===== src/design/led_pixel_gamma_backlight_temperature_core_assert.svh =====
// Assertion macros shared by the design files.
`ifndef LED_PIXEL_GAMMA_BACKLIGHT_TEMPERATURE_CORE_ASSERT_SVH
`define LED_PIXEL_GAMMA_BACKLIGHT_TEMPERATURE_CORE_ASSERT_SVH

// The condition must hold in the same cycle as the trigger.
`define LPGBT_ASSERT_NOW(label, trig, cond) \
   label: assert property (@(posedge clock) disable iff (reset) (trig) |-> (cond)) \
      else $error("lpgbt: same-cycle check failed");

// The condition must hold in the cycle after the trigger.
`define LPGBT_ASSERT_NEXT(label, trig, cond) \
   label: assert property (@(posedge clock) disable iff (reset) (trig) |=> (cond)) \
      else $error("lpgbt: next-cycle check failed");

`endif


===== src/design/lpgbt_ram.sv =====
module lpgbt_ram #(
   parameter int Width = 8,
   parameter int Depth = 256
) (
   input  logic                     clock,
   input  logic                     wr_en,
   input  logic [$clog2(Depth)-1:0] wr_addr,
   input  logic [Width-1:0]         wr_data,
   input  logic                     rd_en,
   input  logic [$clog2(Depth)-1:0] rd_addr,
   output logic [Width-1:0]         rd_data
);

   logic [Width-1:0] mem_ff [Depth];
   logic [Width-1:0] rd_data_ff;

   always_ff @(posedge clock) begin
      if (wr_en) begin
         mem_ff[wr_addr] <= wr_data;
      end
      if (rd_en) begin
         rd_data_ff <= mem_ff[rd_addr];
      end
   end

   assign rd_data = rd_data_ff;

endmodule


===== config.mk =====
export PLATFORM = sky130hd
export DESIGN_NAME = lpgbt_ram
export DESIGN_NICKNAME = d
export VERILOG_FILES = /design/src/design/led_pixel_gamma_backlight_temperature_core_assert.svh /design/src/design/lpgbt_ram.sv
export SDC_FILE = /design/constraint.sdc
export NUM_CORES = 2
export LEC_CHECK = 0
export ABC_AREA = 1
export BUFFER_PORTS_ARGS = -buffer_cell sky130_fd_sc_hd__buf_2
export CAP_MARGIN = 20
export CORE_UTILIZATION = 50
export DETAILED_ROUTE_END_ITERATION = 6
export PLACE_DENSITY_LB_ADDON = 0.3
export SYNTH_ARGS = -nofsm -noshare
export SYNTH_HDL_FRONTEND = slang
export SYNTH_SLANG_ARGS = --single-unit

===== constraint.sdc =====
create_clock -name clock -period 3.2 [get_ports clock]
set_clock_uncertainty 0.05 [all_clocks]
set_input_delay 0.32 -clock clock [delete_from_list [all_inputs] [get_ports clock]]
set_output_delay 0.32 -clock clock [all_outputs]
set_load 0.005 [all_outputs]

==> flow_summary_export.csv <==
group,metric,value,unit
run,max-cap-violations,0,
power,p_leak,32.80,nW
synthesis,synth_seq_cells,2056,
cts,clock_sinks,2056,
drt,via_per_inst,5.868,
timing,finalSetupTns,0,ps
floorplanning,rows,149,
grt,globalRouteOverflowTotal,0,
worst_setup_path,start_kind,"flip-flop",
timing,setup_viol,0,
worst_hold_path,hold_path_end,"rd_data[1]",
cts,cts_resized,0,
outcome,status,"finished with violations",
drt,ant_nets,0,
timing,max_freq,443.9,MHz
grt,grt_max_degree,144,
power,p_int,42.48,mW
floorplanning,die_w,410.6,um
cts,cts_buffer_depth,3,
synthesis,synth_top_cell_area_share,73.96,%
timing,period_share,70.39,%
timing,rsz0062_at_grt,"no",
worst_hold_path,holdCritStartpoint,"rd_addr[6]",
outcome,violations,"design-rule violations",
synthesis,ys_seq_area_share,73.96,%
floorplanning,start_util,50.48,%
placed_design,pre_cts_slack,229.4,ps
drt,vias,55649,
power,switching_power,12.44,mW
synthesis,yosys-top-cells-area,"edfxtp_1 74%, nand3_1 12%, nand2_1 9.5%",
cts,clk_pin_slew,60,ps
power,seq_power_share,54.1,%
cts,cts_tree,"yes",
floorplanning,io_pins,35,
floorplanning,dieHeight,410.6,um
power,p_comb_share,6.4,%
worst_setup_path,r2r_setup_slack,950,ps
power,ir_worst_vdd,0.0005524,V
worst_setup_path,reg2regPathDepth,10,
placed_design,dp_hpwl,134400,um
drt,routed_wl,226900,um
grt,first_global_vias,52853,
grt,antenna_found_initial,9,
grt,track_usage,26.67,%
grt,grt_first_pass_wirelength,336500,um
cts,postCtsHoldBufs,10,
cts,clk_root_buffer_cell,"clkbuf_16",
drt,wl_per_cell,23.92,um
worst_setup_path,r2r-end,"rd_data[5]",
worst_hold_path,hold_path_class,"input port to flip-flop",
power,power_frac_clock,39.5,%
finish,area_growth,12.19,%
worst_setup_path,cp.arrival,2800,ps
timing,hold_viol,0,
synthesis,synthCells,7003,
worst_setup_path,worstPathRequired,3750,ps
timing,worstMarginPinSlew,1032,ps
finish,drive_gt1_share,8.878,%
synthesis,synth_nets,7030,
cts,postCtsSetupBuffers,0,
synthesis,syn_area,83480,um2
timing,slew_headroom,30.96,%
worst_hold_path,whs_path_depth,6,
cts,clk-insertion-delay-late,850,ps
timing,fin_crit,2253,ps
worst_setup_path,path_class,"flip-flop to flip-flop",
drt,drtPass1Iterations,7,
worst_setup_path,critical_path.endpoint_type,"flip-flop",
synthesis,synth_top_area_cell,"edfxtp_1",
placed_design,port_buffers,34,
power,p_sw_share,22.65,%
drt,drt_iter0_drc,7571,
floorplanning,core-area,165400,um2
worst_setup_path,r2r_start,"mem_ff[41][5]",
finish,seq_area,61740,um2
cts,cts_buffers,196,
finish,num-fill-cells,13132,
finish,multiInputGateArea,19140,um2
power,p_per_area,586.5,nW/um2
synthesis,syn_avg_cell_area,11.92,um2
finish,final_core_util,56.63,%
synthesis,synth_cell_type_count,13,
synthesis,yosysWarnings,0,
timing,setup_ws,947.4,ps
drt,drt_drc_violations_left,11,
worst_setup_path,path_max_fanout,1,
finish,layout.nets,7152,
cts,htree_levels,4,
floorplanning,die_area,168600,um2
timing,finalMaxSlewViolations,0,
placed_design,gp_congestion,0.8742,
-- flip-flops by register name, summed over array words and instances, names as in the netlist --
name and flops:
rd_data 8, mem_ff 2048
-- synth_stat cells --
library cell  count
inv_2             2
buf_1            40
buf_4            46
buf_2           268
buf_8             1
inv_1            36
nor2_1          283
clkbuf_1        112
nand2_1        2123
nand3_1        2019
inv_4             1
buf_6            16
edfxtp_1       2056
-- power by group through the flow --
| stage | clock [mW] | combinational [mW] | sequential (mW) |
|---|---|---|---|
| final | 21.7 | 3.50 | 29.7 |
| after global routing | 22.8 | 3.74 | 29.7 |
| after CTS | 21.9 | 3.45 | 29.7 |
| after detailed placement | 0 | 3.43 | 30.3 |
| after global placement | 0 | 3.38 | 30.3 |
| after floorplan | 0 | 1.83 | 30.3 |
-- metal layers --
| layer | track usage, % | up-vias | wire length [um] |
|---|---|---|---|
| li1 | - | 25122 | - |
| met1 | 37.63 | 27165 | 90510 |
| met2 | 41.35 | 2908 | 105200 |
| met3 | 5.597 | 448 | 23580 |
| met4 | 9.032 | 6 | 7516 |
| met5 | 0 | - | 28 |
-- cell usage in the layout (no fill, tap or decap), drive strengths merged --
cell type / instances
clkinv: 83
nand2: 2123
nor2: 283
inv: 47
dlygate4sd3: 10
nand3: 2019
clkinvlp: 3
edfxtp: 2056
bufinv: 5
buf: 397
clkbuf: 262
diode: 7
-- cell families after synthesis --
logic type	after synthesis	share of synthesized area, %
and+or+nand+nor	4425	22.92
DFF	2056	73.96
buffers and inverters	522	3.116
-- worst max path at each step --
stage                  startpoint        endpoint
floorplan                   wr_en  mem_ff[162][0]
global placement       rd_addr[0]      rd_data[1]
detailed placement     rd_addr[0]      rd_data[1]
CTS                 mem_ff[41][5]      rd_data[5]
global route        mem_ff[41][5]      rd_data[5]
finish              mem_ff[41][5]      rd_data[5]
-- per-stage QoR --
stage / hold slack [ps] / instance area [um2] / total power, mW / instances
4_1_cts: 171.0 / 93630 / 55.02 / 9477
2_1_floorplan: 368.9 / 83480 / 32.12 / 7003
3_5_place_dp: 675.9 / 87650 / 33.71 / 9106
6_report: 212.4 / 93650 / 54.92 / 9484
3_3_place_gp: 664.8 / 87650 / 33.66 / 9106
5_1_grt: 196.1 / 93630 / 56.23 / 9477
-- layout make-up --
class / instances / area share [%]
clock buffers: 262 / 5.615
clock inverters: 99 / 0.6653
repair buffers: 407 / 4.227
diodes: 7 / 0.01870
flip-flops and latches: 2056 / 65.92
well taps: 2189 / 2.925
inverters: 39 / 0.1924
multi-input cells: 4425 / 20.43
-- critical path, stage by stage, from the launching register on --
cell      delay [ps]
edfxtp_1         500
nand2_1          320
nand3_1          120
nand3_1          110
nand3_1          100
nand3_1          240
nand3_1          190
nand3_1          110
nand2_1           80
nand2_1          110
nand2_1           60
Power figures use the tool's default switching activity.
