<file path="config.mk">
export PLATFORM = sky130hd
export DESIGN_NAME = lpgbt_csr_flat
export DESIGN_NICKNAME = d
export VERILOG_FILES = /design/src/design/led_pixel_gamma_backlight_temperature_core_assert.svh /design/src/design/lpgbt_pkg.sv /design/src/design/lpgbt_if.sv /design/src/design/lpgbt_csr.sv /design/src/flat_wrapper.sv
export SDC_FILE = /design/constraint.sdc
export NUM_CORES = 1
export LEC_CHECK = 0
export BUFFER_PORTS_ARGS = -buffer_cell sky130_fd_sc_hd__buf_2
export CAP_MARGIN = 20
export CORE_ASPECT_RATIO = 1.75
export CORE_MARGIN = 2
export CORE_UTILIZATION = 45
export DETAILED_ROUTE_END_ITERATION = 16
export PLACE_DENSITY = 0.73
export SETUP_SLACK_MARGIN = 0.15
export SYNTH_ARGS = -nofsm -noshare
export SYNTH_HDL_FRONTEND = slang
export SYNTH_SLANG_ARGS = --single-unit
</file>
<file path="constraint.sdc">
create_clock -name clock -period 0.8 [get_ports clock]
set_input_delay 0.04 -clock clock [delete_from_list [all_inputs] [get_ports clock]]
set_output_delay 0.04 -clock clock [all_outputs]
set_load 0.02 [all_outputs]
</file>
<file path="src/design/led_pixel_gamma_backlight_temperature_core_assert.svh">
// Assertion macros shared by the design files.
`ifndef LED_PIXEL_GAMMA_BACKLIGHT_TEMPERATURE_CORE_ASSERT_SVH
`define LED_PIXEL_GAMMA_BACKLIGHT_TEMPERATURE_CORE_ASSERT_SVH

// The condition must hold in the same cycle as the trigger.
`define LPGBT_ASSERT_NOW(label, trig, cond) \
   label: assert property (@(posedge clock) disable iff (reset) (trig) |-> (cond)) \
      else $error("lpgbt: same-cycle check failed");

// The condition must hold in the cycle after the trigger.
`define LPGBT_ASSERT_NEXT(label, trig, cond) \
   label: assert property (@(posedge clock) disable iff (reset) (trig) |=> (cond)) \
      else $error("lpgbt: next-cycle check failed");

`endif

</file>
<file path="src/design/lpgbt_pkg.sv">
package lpgbt_pkg;

   localparam int ColorWidth     = 8;
   localparam int TableDepth     = 256;
   localparam int TableAddrWidth = 8;
   localparam int ChanWidth      = 2;
   localparam int CsrAddrWidth   = 3;
   localparam int CsrDataWidth   = 8;
   localparam int ProductWidth   = 2 * ColorWidth;

   typedef enum logic {
      KindPixel = 1'b0,
      KindTable = 1'b1
   } kind_type;

   typedef enum logic [ChanWidth-1:0] {
      ChanRed   = 2'd0,
      ChanGreen = 2'd1,
      ChanBlue  = 2'd2
   } chan_type;

   typedef enum logic [CsrAddrWidth-1:0] {
      RegBacklightEnable     = 3'd0,
      RegBacklightFloor      = 3'd1,
      RegBacklightPerChannel = 3'd2,
      RegTempGainRed         = 3'd3,
      RegTempGainGreen       = 3'd4,
      RegTempGainBlue        = 3'd5
   } reg_index_type;

   typedef struct packed {
      logic                  backlight_enable;
      logic [ColorWidth-1:0] backlight_floor;
      logic                  backlight_per_channel;
      logic [ColorWidth-1:0] temp_gain_red;
      logic [ColorWidth-1:0] temp_gain_green;
      logic [ColorWidth-1:0] temp_gain_blue;
   } cfg_type;

   typedef struct packed {
      logic [ColorWidth-1:0] red;
      logic [ColorWidth-1:0] green;
      logic [ColorWidth-1:0] blue;
   } rgb_type;

   // Exact p / 255 for any product of two 8-bit values.
   function automatic logic [ColorWidth-1:0] div255(input logic [ProductWidth-1:0] p);
      logic [ProductWidth:0] sum;
      sum = {1'b0, p} + {{(ColorWidth + 1){1'b0}}, p[ProductWidth-1:ColorWidth]}
            + {{ProductWidth{1'b0}}, 1'b1};
      return sum[ProductWidth-1:ColorWidth];
   endfunction

endpackage

</file>
<file path="src/design/lpgbt_if.sv">


interface lpgbt_csr_if;
   logic                               valid;
   logic                               ready;
   logic [lpgbt_pkg::CsrAddrWidth-1:0] index;
   logic [lpgbt_pkg::CsrDataWidth-1:0] data;

   modport source (output valid, index, data, input ready);
   modport sink (input valid, index, data, output ready);
endinterface

</file>
<file path="src/design/lpgbt_csr.sv">
module lpgbt_csr (
   input  logic               clock,
   input  logic               reset,
   lpgbt_csr_if.sink          csr_bus,
   output lpgbt_pkg::cfg_type cfg
);

   lpgbt_pkg::cfg_type cfg_ff;
   lpgbt_pkg::cfg_type cfg_in;

   assign csr_bus.ready = 1'b1;

   always_comb begin
      cfg_in = cfg_ff;
      if (csr_bus.valid) begin
         case (csr_bus.index)
            lpgbt_pkg::RegBacklightEnable:     cfg_in.backlight_enable = csr_bus.data[0];
            lpgbt_pkg::RegBacklightFloor:      cfg_in.backlight_floor = csr_bus.data;
            lpgbt_pkg::RegBacklightPerChannel: cfg_in.backlight_per_channel = csr_bus.data[0];
            lpgbt_pkg::RegTempGainRed:         cfg_in.temp_gain_red = csr_bus.data;
            lpgbt_pkg::RegTempGainGreen:       cfg_in.temp_gain_green = csr_bus.data;
            lpgbt_pkg::RegTempGainBlue:        cfg_in.temp_gain_blue = csr_bus.data;
            default: ;
         endcase
      end
   end

   always_ff @(posedge clock) begin
      if (reset) begin
         cfg_ff.backlight_enable      <= 1'b1;
         cfg_ff.backlight_floor       <= '0;
         cfg_ff.backlight_per_channel <= 1'b0;
         cfg_ff.temp_gain_red         <= '1;
         cfg_ff.temp_gain_green       <= '1;
         cfg_ff.temp_gain_blue        <= '1;
      end else begin
         cfg_ff <= cfg_in;
      end
   end

   assign cfg = cfg_ff;

endmodule

</file>
<file path="src/flat_wrapper.sv">
// flat-port wrapper written by rule: the top's interface ports become plain ports
module lpgbt_csr_flat 
  (clock, reset, cfg, csr_bus_valid, csr_bus_index, csr_bus_data, csr_bus_ready);
  lpgbt_csr_if csr_bus_i ();
  input  logic clock;
  input  logic reset;
  output lpgbt_pkg::cfg_type cfg;
  input wire logic [$bits(csr_bus_i.valid)-1:0] csr_bus_valid;
  input wire logic [$bits(csr_bus_i.index)-1:0] csr_bus_index;
  input wire logic [$bits(csr_bus_i.data)-1:0] csr_bus_data;
  output wire logic [$bits(csr_bus_i.ready)-1:0] csr_bus_ready;
  assign csr_bus_i.valid = csr_bus_valid;
  assign csr_bus_i.index = csr_bus_index;
  assign csr_bus_i.data = csr_bus_data;
  assign csr_bus_ready = csr_bus_i.ready;
  lpgbt_csr u_core (.clock(clock), .reset(reset), .csr_bus(csr_bus_i), .cfg(cfg));
endmodule
</file>
==> results.sh <==
export IMPL_synth_area_sq_um=1381
export IMPL_critPathMaxStageDelay_ps=350
export IMPL_synth_ff_type="dfxtp_1"
export IMPL_row_count=26
export IMPL_setup_viol=1
export IMPL_drcViolationCount=0
export IMPL_largest_reg_flops=34
export IMPL_post_drt_via_cell_ratio=5.073
export IMPL_place_congestion=0.7029
export IMPL_die_h_microns=77.29
export IMPL_path_max_fanout=2
export IMPL_ys_seq_elements=34
export IMPL_core_area_sq_um=2928
export IMPL_ys_top_cells_by_count="dfxtp_1, mux2i_1, nor2_1, nand2b_1, buf_4"
export IMPL_worstSkewPairLatency_ps=280
export IMPL_io_buffers=47
export IMPL_drtIter0Drc=21
export IMPL_cts_root_buf="clkbuf_8"
export IMPL_n_fill_cell=216
export IMPL_synth_top_area_share=0.4928
export IMPL_violations="negative setup slack"
export IMPL_clockBufferDepth=2
export IMPL_antenna_found_initial=0
export IMPL_wl_per_cell_microns=14.49
export IMPL_diodes=0
export IMPL_first_pass_iters=4
export IMPL_numCtsBuffers=5
export IMPL_regArea_sq_um=723.2
export IMPL_start_util=0.4718
export IMPL_grt_remaining_overflow=0
export IMPL_io_pin_count=49
export IMPL_async_flop_share=0
export IMPL_crit_chain="buf_6"
export IMPL_slew_violations=0
export IMPL_hp_class="primary input to flop"
export IMPL_start_kind="flop"
export IMPL_synth_nets=149
export IMPL_yosysWarningCount=0
export IMPL_layout_drive_gt1_share=0.5885
export IMPL_cts_htree_levels=2
export IMPL_grt_setup_unrepaired="true"
export IMPL_cap_violations=0
export IMPL_vias=1116
export IMPL_critical_path_buf_inv_count=1
export IMPL_grt_max_degree=32
export IMPL_dpl_hpwl_microns=2156
export IMPL_die_w_microns=45.88
export IMPL_fmax_mhz=1248
export IMPL_finalCriticalPeriod_ps=801.4
export IMPL_final_setup_skew_ps=0
export IMPL_fin_crit_sh=1.002
export IMPL_synth_top_area_cell="dfxtp_1"
export IMPL_stdcell_count=220
export IMPL_die_area_sq_um=3546
export IMPL_fin_util=0.7184
export IMPL_cts_tree="yes"
export IMPL_grt_pass1_wl_microns=5030
export IMPL_multi_input_area_sq_um=685.7
export IMPL_clk_pin_slew_ps=80
export IMPL_cp_arrival_ps=760
export IMPL_syn_inst=135
export IMPL_hold_violations=0
export IMPL_endpoint_kind="primary output"
export IMPL_numPlacedInstances=208
export IMPL_critPathTopFamily="flip-flops"
export IMPL_nets=205
export IMPL_cp_required_ps=760
export IMPL_ir_drop_uv=1716
export IMPL_status="complete, but fails checks"
export IMPL_track_usage=0.1976
export IMPL_worst_path_max_delay_cell="dfxtp_2"
export IMPL_p_leak_nw=0.9882
export IMPL_syn2layout_area_growth_pct=52.26
export IMPL_worst_slack_ps=-1.383
export IMPL_p_per_area_nw_per_um2=1655
export IMPL_final_antenna_net_count=0
export IMPL_yosysUniqueCellTypes=13
export IMPL_path_class="flop to primary output"
export IMPL_finalWirelength_microns=3188
export IMPL_synth_avg_cell_area_sq_um=10.23
export IMPL_ys_seq_area_frac=0.4928
export IMPL_cts_num_sinks=34
export IMPL_yosys_top_cells_area="dfxtp_1, mux2i_1, nor2_1"
export IMPL_grt_pass1_vias=1131
export IMPL_synth_edf_count=0
-- worst paths after layout --
kind,start,end,slack [ps],cells after the start
max,u_core.cfg[5],cfg[5],-1,1
min reg2reg,u_core.cfg[26],u_core.cfg[26],480,2
max reg2reg,u_core.cfg[7],u_core.cfg[7],100,3
min,csr_bus_data[3],u_core.cfg[28],10,3
-- kinds of logic after synthesis --
family	share of synthesized area
other	0.002715
and+or+nand+nor	0.2120
DFF	0.4928
buffers and inverters	0.04619
muxes	0.2464
-- per-stage QoR --
step	setup WS [ps]	cell area (sq um)	power [mW]	hold slack [ps]	TNS (ps)
2_1_floorplan	128.9	1420	1.996	195.3	0
3_3_place_gp	-58.27	1699	2.108	317.9	-1195
3_5_place_dp	-128.8	1699	2.118	327.7	-2435
4_1_cts	-3.558	2061	3.506	6.514	-3.558
5_1_grt	-25.12	2103	3.633	13.92	-310.2
6_report	-1.383	2103	3.481	12.54	-1.383
-- what timing repair did --
action,4_1_cts,5_1_grt
endpoints found under the hold margin,0,0
pin swaps,2,3
hold buffers,0,0
setup buffers,3,1
gates cloned,0,0
resized for setup,81,12
setup endpoints to repair,34,57
-- report_power, final --
| group | leakage [nW] | switching, mW | internal [mW] |
|---|---|---|---|
| clock network | 0.0472 | 0.630 | 0.691 |
| registers | 0.269 | 0.0294 | 1.74 |
| logic | 0.672 | 0.201 | 0.193 |
| total | 0.988 | 0.860 | 2.62 |
-- area by class of cell --
class / count / share of cell area
repair buffers: 59 / 0.2683
flip-flops and latches: 34 / 0.3438
well taps: 28 / 0.01666
clock inverters: 2 / 0.005949
multi-input cells: 91 / 0.3260
clock buffers: 6 / 0.03926
-- placed cells by master (no fill, tap or decap), drive strengths merged --
cell type	Yosys	routed
buf	8	58
mux2i	34	34
dfxtp	34	34
nor2	33	33
nand2b	17	17
clkbuf	2	7
nand4b	2	2
and4bb	2	2
nand4bb	1	1
nor4b	1	1
conb	1	1
clkinvlp	0	1
clkinv	0	1
-- per-layer routing --
metal | wire (microns) | GRT usage
met1 | 1225 | 0.2217
met2 | 1733 | 0.3250
met4 | 69 | 0.09429
met5 | 0 | 0
met3 | 160 | 0.05412
Power figures use the tool's default switching activity.
