## src/design/led_pixel_gamma_backlight_temperature_core_assert.svh

```systemverilog
// Assertion macros shared by the design files.
`ifndef LED_PIXEL_GAMMA_BACKLIGHT_TEMPERATURE_CORE_ASSERT_SVH
`define LED_PIXEL_GAMMA_BACKLIGHT_TEMPERATURE_CORE_ASSERT_SVH

// The condition must hold in the same cycle as the trigger.
`define LPGBT_ASSERT_NOW(label, trig, cond) \
   label: assert property (@(posedge clock) disable iff (reset) (trig) |-> (cond)) \
      else $error("lpgbt: same-cycle check failed");

// The condition must hold in the cycle after the trigger.
`define LPGBT_ASSERT_NEXT(label, trig, cond) \
   label: assert property (@(posedge clock) disable iff (reset) (trig) |=> (cond)) \
      else $error("lpgbt: next-cycle check failed");

`endif

```

## src/design/lpgbt_pkg.sv

```systemverilog
package lpgbt_pkg;

   localparam int ColorWidth     = 8;
   localparam int TableDepth     = 256;
   localparam int TableAddrWidth = 8;
   localparam int ChanWidth      = 2;
   localparam int CsrAddrWidth   = 3;
   localparam int CsrDataWidth   = 8;
   localparam int ProductWidth   = 2 * ColorWidth;

   typedef enum logic {
      KindPixel = 1'b0,
      KindTable = 1'b1
   } kind_type;

   typedef enum logic [ChanWidth-1:0] {
      ChanRed   = 2'd0,
      ChanGreen = 2'd1,
      ChanBlue  = 2'd2
   } chan_type;

   typedef enum logic [CsrAddrWidth-1:0] {
      RegBacklightEnable     = 3'd0,
      RegBacklightFloor      = 3'd1,
      RegBacklightPerChannel = 3'd2,
      RegTempGainRed         = 3'd3,
      RegTempGainGreen       = 3'd4,
      RegTempGainBlue        = 3'd5
   } reg_index_type;

   typedef struct packed {
      logic                  backlight_enable;
      logic [ColorWidth-1:0] backlight_floor;
      logic                  backlight_per_channel;
      logic [ColorWidth-1:0] temp_gain_red;
      logic [ColorWidth-1:0] temp_gain_green;
      logic [ColorWidth-1:0] temp_gain_blue;
   } cfg_type;

   typedef struct packed {
      logic [ColorWidth-1:0] red;
      logic [ColorWidth-1:0] green;
      logic [ColorWidth-1:0] blue;
   } rgb_type;

   // Exact p / 255 for any product of two 8-bit values.
   function automatic logic [ColorWidth-1:0] div255(input logic [ProductWidth-1:0] p);
      logic [ProductWidth:0] sum;
      sum = {1'b0, p} + {{(ColorWidth + 1){1'b0}}, p[ProductWidth-1:ColorWidth]}
            + {{ProductWidth{1'b0}}, 1'b1};
      return sum[ProductWidth-1:ColorWidth];
   endfunction

endpackage

```

## src/design/lpgbt_if.sv

```systemverilog


interface lpgbt_rsp_if;
   logic                             valid;
   logic                             ready;
   logic [lpgbt_pkg::ColorWidth-1:0] red_out;
   logic [lpgbt_pkg::ColorWidth-1:0] green_out;
   logic [lpgbt_pkg::ColorWidth-1:0] blue_out;

   modport source (output valid, red_out, green_out, blue_out, input ready);
   modport sink (input valid, red_out, green_out, blue_out, output ready);
endinterface


```

## src/design/lpgbt_grade.sv

```systemverilog
`include "led_pixel_gamma_backlight_temperature_core_assert.svh"

module lpgbt_grade (
   input  logic               clock,
   input  logic               reset,
   input  lpgbt_pkg::cfg_type cfg,
   input  logic               pix_valid,
   input  lpgbt_pkg::rgb_type pix,
   output logic               pix_load,
   lpgbt_rsp_if.source        rsp_bus
);

   localparam int CW = lpgbt_pkg::ColorWidth;
   localparam int PW = lpgbt_pkg::ProductWidth;

   lpgbt_pkg::rgb_type     lit;
   logic [CW-1:0]          lo;
   logic [CW-1:0]          hi;
   logic [CW:0]            mid_sum;
   logic                   floor_on;

   logic                   prod_valid_ff;
   logic                   prod_valid_in;
   logic [PW-1:0]          prod_red_ff;
   logic [PW-1:0]          prod_green_ff;
   logic [PW-1:0]          prod_blue_ff;
   logic                   out_valid_ff;
   logic                   out_valid_in;
   lpgbt_pkg::rgb_type     out_ff;

   logic                   out_load;
   logic                   prod_load;

   // Each stage may load when it is empty or the stage after it moves on.
   assign out_load  = !out_valid_ff || rsp_bus.ready;
   assign prod_load = !prod_valid_ff || out_load;
   assign pix_load  = !pix_valid || prod_load;

   // Backlight floor on the gamma-mapped pixel.
   always_comb begin
      lo = (pix.red < pix.green) ? pix.red : pix.green;
      lo = (lo < pix.blue) ? lo : pix.blue;
      hi = (pix.red > pix.green) ? pix.red : pix.green;
      hi = (hi > pix.blue) ? hi : pix.blue;
      mid_sum = {1'b0, lo} + {1'b0, hi};
      floor_on = cfg.backlight_enable && (cfg.backlight_floor != '0);
      lit = pix;
      if (floor_on) begin
         if (cfg.backlight_per_channel) begin
            if (pix.red < cfg.backlight_floor) begin
               lit.red = cfg.backlight_floor;
            end
            if (pix.green < cfg.backlight_floor) begin
               lit.green = cfg.backlight_floor;
            end
            if (pix.blue < cfg.backlight_floor) begin
               lit.blue = cfg.backlight_floor;
            end
         end else if (mid_sum[CW:1] < cfg.backlight_floor) begin
            lit.red   = cfg.backlight_floor;
            lit.green = cfg.backlight_floor;
            lit.blue  = cfg.backlight_floor;
         end
      end
   end

   assign prod_valid_in = prod_load ? pix_valid : prod_valid_ff;
   assign out_valid_in  = out_load ? prod_valid_ff : out_valid_ff;

   always_ff @(posedge clock) begin
      if (reset) begin
         prod_valid_ff <= 1'b0;
         out_valid_ff  <= 1'b0;
      end else begin
         prod_valid_ff <= prod_valid_in;
         out_valid_ff  <= out_valid_in;
      end
   end

   always_ff @(posedge clock) begin
      if (prod_load) begin
         prod_red_ff   <= {{CW{1'b0}}, lit.red} * {{CW{1'b0}}, cfg.temp_gain_red};
         prod_green_ff <= {{CW{1'b0}}, lit.green} * {{CW{1'b0}}, cfg.temp_gain_green};
         prod_blue_ff  <= {{CW{1'b0}}, lit.blue} * {{CW{1'b0}}, cfg.temp_gain_blue};
      end
      if (out_load) begin
         out_ff.red   <= lpgbt_pkg::div255(prod_red_ff);
         out_ff.green <= lpgbt_pkg::div255(prod_green_ff);
         out_ff.blue  <= lpgbt_pkg::div255(prod_blue_ff);
      end
   end

   assign rsp_bus.valid     = out_valid_ff;
   assign rsp_bus.red_out   = out_ff.red;
   assign rsp_bus.green_out = out_ff.green;
   assign rsp_bus.blue_out  = out_ff.blue;

   // A product behind a stalled result must stay, red and blue unchanged.
   `LPGBT_ASSERT_NEXT(prod_held_a, prod_valid_ff && out_valid_ff && !rsp_bus.ready,
      prod_valid_ff && $stable(prod_red_ff) && $stable(prod_blue_ff))

endmodule

```

## src/flat_wrapper.sv

```systemverilog
// flat-port wrapper written by rule: the top's interface ports become plain ports
module lpgbt_grade_flat 
  (clock, reset, cfg, pix_valid, pix, pix_load, rsp_bus_valid, rsp_bus_red_out, rsp_bus_green_out, rsp_bus_blue_out, rsp_bus_ready);
  lpgbt_rsp_if rsp_bus_i ();
  input  logic clock;
  input  logic reset;
  input  lpgbt_pkg::cfg_type cfg;
  input  logic pix_valid;
  input  lpgbt_pkg::rgb_type pix;
  output logic pix_load;
  output wire logic [$bits(rsp_bus_i.valid)-1:0] rsp_bus_valid;
  output wire logic [$bits(rsp_bus_i.red_out)-1:0] rsp_bus_red_out;
  output wire logic [$bits(rsp_bus_i.green_out)-1:0] rsp_bus_green_out;
  output wire logic [$bits(rsp_bus_i.blue_out)-1:0] rsp_bus_blue_out;
  input wire logic [$bits(rsp_bus_i.ready)-1:0] rsp_bus_ready;
  assign rsp_bus_valid = rsp_bus_i.valid;
  assign rsp_bus_red_out = rsp_bus_i.red_out;
  assign rsp_bus_green_out = rsp_bus_i.green_out;
  assign rsp_bus_blue_out = rsp_bus_i.blue_out;
  assign rsp_bus_i.ready = rsp_bus_ready;
  lpgbt_grade u_core (.clock(clock), .reset(reset), .cfg(cfg), .pix_valid(pix_valid), .pix(pix), .pix_load(pix_load), .rsp_bus(rsp_bus_i));
endmodule
```

## config.mk

```make
export PLATFORM = sky130hd
export DESIGN_NAME = lpgbt_grade_flat
export DESIGN_NICKNAME = d
export VERILOG_FILES = /design/src/design/lpgbt_pkg.sv /design/src/design/lpgbt_if.sv /design/src/design/lpgbt_grade.sv /design/src/flat_wrapper.sv
export VERILOG_INCLUDE_DIRS = /design/src /design/src/design
export SDC_FILE = /design/constraint.sdc
export NUM_CORES = 1
export LEC_CHECK = 0
export ABC_AREA = 0
export BUFFER_PORTS_ARGS = -buffer_cell sky130_fd_sc_hd__buf_4
export CAP_MARGIN = 20
export CORE_MARGIN = 3
export CORE_UTILIZATION = 45
export DETAILED_ROUTE_END_ITERATION = 6
export SETUP_SLACK_MARGIN = 0.5
export SLEW_MARGIN = 0
export SYNTH_ARGS = -nofsm -noshare
export SYNTH_HDL_FRONTEND = slang
export SYNTH_SLANG_ARGS = --single-unit
```

## constraint.sdc

```tcl
create_clock -name clock -period 14.38 [get_ports clock]
set_input_delay 1.438 -clock clock [delete_from_list [all_inputs] [get_ports clock]]
set_output_delay 1.438 -clock clock [all_outputs]
set_load 0.05 [all_outputs]
```

==> reports/qor.log <==
[routing] met1 routed wirelength after detailed routing 13,110 µm
[clock_tree] hold-fix buffers at CTS 0
[logic_synthesis] top-area cell type share of the netlist area 0.1987
[finish] final layout net count 1,660
[timing] Final Cycle Share 0.8634
[routing] # DRC 0
[global_routing] wire length of the first global-routing pass 46,980 µm
[placement] half-perimeter wire length after placement 22,660 µm
[worst_setup_path] Worst Path Max Fanout 22
[routing] Total Routed Length 27,390 µm
[clock_tree] Post-CTS Setup Bufs 0
[pwr] static power due to leakage 6.485 nW
[routing] detailed-routed wire length on met2 12,930 µm
[timing] measured slew at the worst slew-check pin 1046 ps
[worst_setup_path] cell type of the slowest stage on the worst timing path sky130_fd_sc_hd__or2_1
[global_routing] pin count of the biggest net entering global routing 49
[worst_setup_path] Crit path arrival time 12,500 ps
[worst_setup_path] Buf+Inv Stages, Crit Path 5
[floorplan] Std-Cell Rows 58
[clock_tree] clock latency on the worst-skew pair 340 ps
[clock_tree] clk sink count 74
[logic_synthesis] synthesized flop and latch total 74
[floorplan] starting density of the core 0.4624
[clock_tree] # H-tree levels 3
[timing] Sum Neg Setup Slack 0 ps
[clock_tree] Post-CTS Resized 0
[routing] Detailed Route Iter0 Violations 451
[worst_setup_path] required time of the worst setup path 14,460 ps
[clock_tree] number of CTS-inserted buffers 9
[routing] number of search-and-repair iterations in the first detailed-routing pass 5
[global_routing] vias in the first global route 9,261
[job] # Max-Cap Violations 0
[finish] synthesis-to-finish area growth 11.44%
[logic_synthesis] number of synthesized flops with an enable pin 72
[timing] post-layout min period 12,420 ps
[timing] maximum clock frequency 0.08054 GHz
[global_routing] initial antenna violation count 0
[logic_synthesis] cell type with the largest total area after synthesis sky130_fd_sc_hd__ha_1
[logic_synthesis] number of synthesis warnings 0
[timing] max-slew violation count 0
[timing] RSZ-0062 raised after global routing no
[routing] uppermost metal layer occupied by signal nets met4
[timing] Final Hold Fails 0
[finish] proportion of layout cells with a drive suffix above 1 0.1140
[status] result of the run finished clean
[clock_tree] clock root buffer sky130_fd_sc_hd__clkbuf_16
[logic_synthesis] largest cells by area after synthesis sky130_fd_sc_hd__ha_1 (20%), sky130_fd_sc_hd__fa_1 (19%), sky130_fd_sc_hd__edfxtp_1 (18%)
[worst_setup_path] Critical Setup Path Class input pin to register
[clock_tree] clock slew seen by the registers of the worst setup and hold paths 70 ps
[floorplan] Chip Width 167.8 µm
[clock_tree] TritonCTS clock tree yes
[worst_setup_path] CP top delay family compound AO/OA/AOI/OAI gates
[pwr] Peak VDD IR 146.6 µV
[global_routing] Congestion Overflow GR 0
[global_routing] gr usage total 0.2025
[timing] slew margin rel. 0.3027
[worst_setup_path] register-to-register path setup slack 11,300 ps
[timing] Min Hold Slack 543.2 ps
[pwr] total power per unit cell area 258.7 nW/µm²
[logic_synthesis] top flip-flop cell by instance count after synthesis sky130_fd_sc_hd__edfxtp_1
[logic_synthesis] sequential element share of the synthesized area 0.1870
[worst_setup_path] maximum single-stage delay on the critical path 850 ps
[routing] number of routed nets with antenna violations 0
[placement] I/O Buffers 87
[floorplan] Placeable Area 25,470 µm²
[timing] Worst Skew 12.99 ps
[worst_setup_path] library cell appearing most often on the critical path sky130_fd_sc_hd__ha_1
[logic_synthesis] async set-reset flop share out of synthesis 0
[clock_tree] Bufs on Longest Clock Path 2
[logic_synthesis] total nets after synthesis 1,569
[logic_synthesis] netlist area before placement 11,780 µm²
[timing] number of setup violations in the final report 0
[logic_synthesis] Cell variety after synth 54
[worst_hold_path] Hold WC Path Type register to register
[worst_setup_path] kind of launch point of the worst setup path input pin
[logic_synthesis] Post-Synthesis Cells 1,211
[floorplan] I/O pin cnt 88
[floorplan] Die Outline Area 28,150 µm²
[routing] via count 8,903
[finish] top library cells by usage in the layout, fill and taps aside sky130_fd_sc_hd__inv_1 (187), sky130_fd_sc_hd__ha_1 (187), sky130_fd_sc_hd__a21boi_1 (118)
[routing] total length of routed met3 wires 951 µm
[routing] Avg Vias per Cell 5.439
[floorplan] overall die height 167.8 µm
[worst_setup_path] CP Capture Type register
[placement] Final Wtd Congestion 0.9086
[logic_synthesis] Avg Synthesized Cell Area 9.725 µm²
[routing] routed length per instance 16.73 µm
[finish] Ant. Diodes 0
[power by group]
part           switching, mW  internal [mW]
Clock                 0.0915          0.135
Sequential            0.0634          0.492
Combinational           1.48           1.14
Total                   1.63           1.77
[flip-flops by register name, summed over array words and instances (netlist names)]
signal and cells:
u_core.rsp_bus.red_out 8, u_core.prod_red_ff 16, u_core.prod_green_ff 16, u_core.prod_blue_ff 16, u_core.rsp_bus.green_out 8, u_core.prod_valid_ff 1, u_core.rsp_bus.valid 1, u_core.rsp_bus.blue_out 8
[worst register-to-register path: cells and delay by family, from the launching register on]
| family | cells | cell delay, ps |
|---|---|---|
| adders and majority gates | 1 | 320 |
| DFF | 1 | 470 |
| and+or+nand+nor | 2 | 460 |
| AOI/OAI and AO/OA | 6 | 1450 |
| xor gates and xnor gates | 1 | 140 |
[cells in the mapped netlist (18+ instances only)]
cell	n
sky130_fd_sc_hd__a21bo_1	27
sky130_fd_sc_hd__a21boi_0	43
sky130_fd_sc_hd__a21boi_1	118
sky130_fd_sc_hd__a21o_1	27
sky130_fd_sc_hd__a21oi_1	33
sky130_fd_sc_hd__edfxtp_1	72
sky130_fd_sc_hd__fa_1	109
sky130_fd_sc_hd__ha_1	187
sky130_fd_sc_hd__inv_1	187
sky130_fd_sc_hd__nand2_1	46
sky130_fd_sc_hd__nand3_1	41
sky130_fd_sc_hd__nor2_1	46
sky130_fd_sc_hd__o21ai_0	48
sky130_fd_sc_hd__o21ai_2	18
sky130_fd_sc_hd__xnor2_1	43
[path summary, 6_finish.rpt]
path                           from                          to  depth (start not counted)
max reg2reg  u_core.prod_blue_ff[9]  u_core.rsp_bus.blue_out[7]                         10
max                         pix[13]      u_core.prod_red_ff[15]                         43
min reg2reg    u_core.prod_valid_ff        u_core.rsp_bus.valid                          2
min            u_core.prod_valid_ff        u_core.rsp_bus.valid                          2
[metal layers]
metal,track usage,vias up
met1,0.2792,4286
met4,0.04482,0
met3,0.02630,23
met2,0.3426,172
met5,0,-
li1,-,4422
[cell type report]
cell class | instances | area, µm²
Sequential cell | 74 | 2202
Multi-Input combinational cell | 938 | 8811
Clock buffer | 10 | 229.0
Tap cell | 330 | 412.9
Inverter | 187 | 701.9
Fill cell | 2391 | 12350
Clock inverter | 6 | 65.06
Timing Repair Buffer | 92 | 703.2
[kinds of logic (layout without fill, tap and decap cells)]
family	count (synthesis)	count (layout)	synth area share
buffers and inverters	199	295	0.06512
adders and majority gates	296	296	0.3839
xor gates and xnor gates	56	56	0.04164
AOI/OAI and AO/OA	375	375	0.2322
muxes	7	7	0.006693
DFF	74	74	0.1870
and+or+nand+nor	204	204	0.08340
[through the flow]
| step | util | setup slack [ps] | instance area [µm²] | instances | total power, mW |
|---|---|---|---|---|---|
| floorplan | - | 3208 | 11780 | 1211 | 2.614 |
| global placement | 0.5027 | 1686 | 12800 | 1619 | 3.156 |
| detailed placement | 0.5027 | 1394 | 12800 | 1619 | 3.185 |
| CTS | 0.5142 | 1732 | 13100 | 1635 | 3.449 |
| global route | 0.5153 | 967.1 | 13130 | 1637 | 3.864 |
| finish | 0.5153 | 1964 | 13130 | 1637 | 3.396 |
No activity file was read; power rests on OpenSTA's default activity.
